`config.mk`:
```
export PLATFORM = sky130hd
export DESIGN_NAME = teadec_cell
export DESIGN_NICKNAME = d
export VERILOG_FILES = /design/src/hw/rtl/teadec_pkg.sv /design/src/hw/rtl/teadec_cell.sv
export SDC_FILE = /design/constraint.sdc
export NUM_CORES = 1
export LEC_CHECK = 0
export BUFFER_PORTS_ARGS = -buffer_cell sky130_fd_sc_hd__buf_4
export CAP_MARGIN = 40
export CORE_UTILIZATION = 58
export DETAILED_ROUTE_END_ITERATION = 8
export PLACE_DENSITY = 0.91
export REMOVE_ABC_BUFFERS = 1
export SETUP_SLACK_MARGIN = 0.2
export SYNTH_ARGS = -nofsm -noshare
export SYNTH_HDL_FRONTEND = slang
export SYNTH_SLANG_ARGS = --single-unit
```
`constraint.sdc`:
```
create_clock -name aclk -period 12.1 [get_ports aclk]
set_clock_uncertainty 0.1 [all_clocks]
set_input_delay 1.815 -clock aclk [delete_from_list [all_inputs] [get_ports aclk]]
set_output_delay 1.815 -clock aclk [all_outputs]
set_load 0.02 [all_outputs]
```
`src/hw/rtl/teadec_pkg.sv`:
```
`default_nettype none
package teadec_pkg;

    // cipher constants
    localparam logic [31:0] DELTA     = 32'h9E37_79B9;
    localparam logic [31:0] SUM_START = 32'hC6EF_3720;
    localparam int unsigned CYCLES    = 32;
    localparam int unsigned STEP_W    = $clog2(CYCLES);

    // configuration register indexes
    localparam logic [1:0] KEY_WORD_0_IDX = 2'd0;
    localparam logic [1:0] KEY_WORD_1_IDX = 2'd1;
    localparam logic [1:0] KEY_WORD_2_IDX = 2'd2;
    localparam logic [1:0] KEY_WORD_3_IDX = 2'd3;

    typedef struct packed {
        logic [31:0] w0;
        logic [31:0] w1;
        logic [31:0] w2;
        logic [31:0] w3;
    } key_t;

    typedef enum logic [1:0] {
        ST_IDLE,
        ST_RUN,
        ST_HOLD
    } state_t;

    // running sum seen by round number idx of a pass
    function automatic logic [31:0] round_sum(input int unsigned idx);
        logic [31:0] prod;
        prod = 32'(idx) * DELTA;
        return SUM_START - prod;
    endfunction

endpackage
`default_nettype wire

```
`src/hw/rtl/teadec_cell.sv`:
```
`default_nettype none
module teadec_cell (
    input  wire logic              aclk,
    input  wire teadec_pkg::key_t  key,
    input  wire logic [31:0]       round_sum,
    input  wire logic [31:0]       in_left,
    input  wire logic [31:0]       in_right,
    output logic [31:0]            out_left,
    output logic [31:0]            out_right
);

    logic [31:0] left_reg,  left_next;
    logic [31:0] right_reg, right_next;

    // one decryption round: right half first, then left half
    always_comb begin
        right_next = in_right - (((in_left << 4) + key.w2) ^ (in_left + round_sum)
                                 ^ ((in_left >> 5) + key.w3));
        left_next  = in_left - (((right_next << 4) + key.w0) ^ (right_next + round_sum)
                                ^ ((right_next >> 5) + key.w1));
    end

    // hand the halves to the next cell
    always_ff @(posedge aclk) begin
        left_reg  <= left_next;
        right_reg <= right_next;
    end

    assign out_left  = left_reg;
    assign out_right = right_reg;

endmodule
`default_nettype wire

```
==> reports/results.ini <==
[die]
dieArea_sq_um = 23530
die_h_um = 153.4
core_area_sq_um = 22570
pin_count = 289
rows = 55
start_util_pct = 58.89
die_w_um = 153.4

[synth]
synth-edff-count = 0
ys_ff_latch = 64
syn_avg_cell_area_sq_um = 8.070
synth_warnings = 0
synth_largest_area_cell = ha_1
synth_cell_types = 77
synthTopCellsByArea = ha_1 (23%), xnor2_1 (19%), dfxtp_1 (9.6%)
yosysSeqAreaShare_pct = 9.639
yosys-top-cells-count = xnor2_1 (290), ha_1 (241), a21oi_1 (190)
async_flop_share_pct = 0
synth_area_sq_um = 13290
synthFlopType = dfxtp_1
postSynthCellCount = 1647
synth.top_cell.area_share_pct = 22.69
synth.most_common_cell = xnor2_1

[sta]
whs_ps = 1733
period_needed_ps = 10680
finalHoldViolCount = 0
slew_headroom_pct = 38.05
setup_viol = 0
fin_tns_setup_ps = 0
fmax_mhz = 93.65
rsz0062_at_grt = no
fin_crit_sh_pct = 88.25
maxSlewViolCount = 0
worst_pin_slew_ps = 922.6
setup_ws_ps = 1422

[routing]
wl_um = 45920
via_per_inst = 6.209
drtIter0Drc = 1127
drt-pass1-iter-count = 8
drc = 0
num_vias = 13876
postRouteAntennaNets = 0
post_drt_wl_per_cell_um = 20.54

[setup_path]
cp-start-kind = input port
critical_path.endpoint_type = register
cp_slowest_cell = xnor2_1
worstPathRequired_ps = 12230
critPathKind = in2reg
path_max_fanout = 6
cpPeakStageDelay_ps = 490
crit_arrival_ps = 10810

[clock_network]
cts_sinks = 64
ctsHoldBuffers = 0
cts_tree = yes
postCtsSetupRepairBufs = 0
numCtsBuffers = 9
clock_tree.htree_level_count = 3
max-clock-path-buffers = 2
clk_pin_slew_ps = 60
cts_resized = 0
root_buffer = clkbuf_16

[placed_design]
portBuffers = 288
gp_congestion = 0.9886
dp_hpwl_um = 39550
place_ws_ps = 1259

[cells_and_area]
fillers = 1794
area_growth_pct = 21.44
drive_above_1_share_pct = 17.60
nNetsFinal = 2418

[grt]
grt.total_usage_pct = 38.21
grt_first_pass_wirelength_um = 69750
grt_pass1_vias = 13178
antenna_found_initial = 1
grt_max_degree = 13
grt_overflow = 0

[status]
outcome = complete, no violations

[run]
max_cap_violations = 0

[min_path]
hold_path.class = in2reg

## final cells by class
| class | instances | area (sq um) | area share [%] |
|---|---|---|---|
| Sequential cell | 64 | 1281 | 7.937 |
| Inverter | 67 | 251.5 | 1.558 |
| Antenna cell | 1 | 2.502 | 0.01550 |
| Clock buffer | 10 | 239.0 | 1.481 |
| Timing Repair Buffer | 290 | 2177 | 13.49 |
| Clock inverter | 6 | 92.59 | 0.5736 |
| Tap cell | 285 | 356.6 | 2.209 |
| Multi-Input combinational cell | 1512 | 11740 | 72.74 |
## logic make-up (layout without fill, tap and decap cells)
group	count (synthesis)	count (layout)	share of synthesized area [%]
AND/OR/NAND/NOR	326	326	11.80
adder cells (fa/ha/maj)	249	249	23.89
other	0	1	0
multiplexers	1	1	0.07531
XOR/XNOR	354	354	23.69
flip-flops	64	64	9.639
buffers and inverters	71	373	2.024
AO/OA/AOI/OAI	582	582	28.87
## per-layer routing
| layer | vias up | GRT usage, % | part of all wire (%) |
|---|---|---|---|
| met1 | 6418 | 53.54 | 45 |
| li1 | 6623 | - | - |
| met3 | 118 | 5.642 | 9.5 |
| met2 | 717 | 58.56 | 42 |
| met5 | - | 0 | 0 |
| met4 | 0 | 15.00 | 3.6 |
## per-stage QoR
step                instance area (sq um)  instances  utilization, %
finish                              16140       2235           71.51
global route                        16140       2235           71.51
CTS                                 16140       2234           71.50
detailed placement                  15810       2218           70.03
global placement                    15810       2218           70.03
floorplan                           13270       1643               -
## sequential cells by signal (all words and copies together) (netlist names)
signal     cells
out_left      32
out_right     32
## layout by cell type, fill, tap and decap left out, types with 4 or more instances in the layout
cell type  netlist  routed
xnor2_1        290     290
buf_4            0     290
ha_1           241     241
a21oi_1        190     190
a21o_1         111     111
o21ai_0        100     100
nand2_1         92      92
nor2_1          78      78
inv_1           67      67
dfxtp_1         64      64
xor2_1          60      60
nor2b_1         26      26
o21a_1          26      26
nand2b_1        26      26
nand3_1         25      25
nor3_1          21      21
o21bai_1        20      20
a31oi_1         17      17
and3_1          16      16
a211oi_1        11      11
nand4_1         11      11
o211ai_1        10      10
or3_1            9       9
clkbuf_16        0       9
a21boi_0         8       8
a211o_1          8       8
o21ai_1          8       8
fa_1             8       8
and2_1           7       7
nor4_1           4       4
o21ai_2          4       4
a21oi_2          4       4
o31ai_1          4       4
or2_2            4       4
## worst max-delay path, delay by kind of cell
family	cells	cell delay, ps
and+or+nand+nor	13	1950
adders and majority gates	5	1870
xor gates and xnor gates	7	1500
buffers and inverters	2	210
AOI/OAI and AO/OA	16	3430
## path summary, 6_finish.rpt
| kind | cells past startpoint | slack [ps] | end | startpoint |
|---|---|---|---|---|
| worst max-delay path | 43 | 1420 | out_left[31]$_DFF_P_ | round_sum[0] |
| worst min-delay path | 4 | 1730 | out_left[0]$_DFF_P_ | in_left[0] |
Power is left out: the tool's default activity adds up to more than one toggle a clock period on the data nets, which glitch-free logic cannot reach.
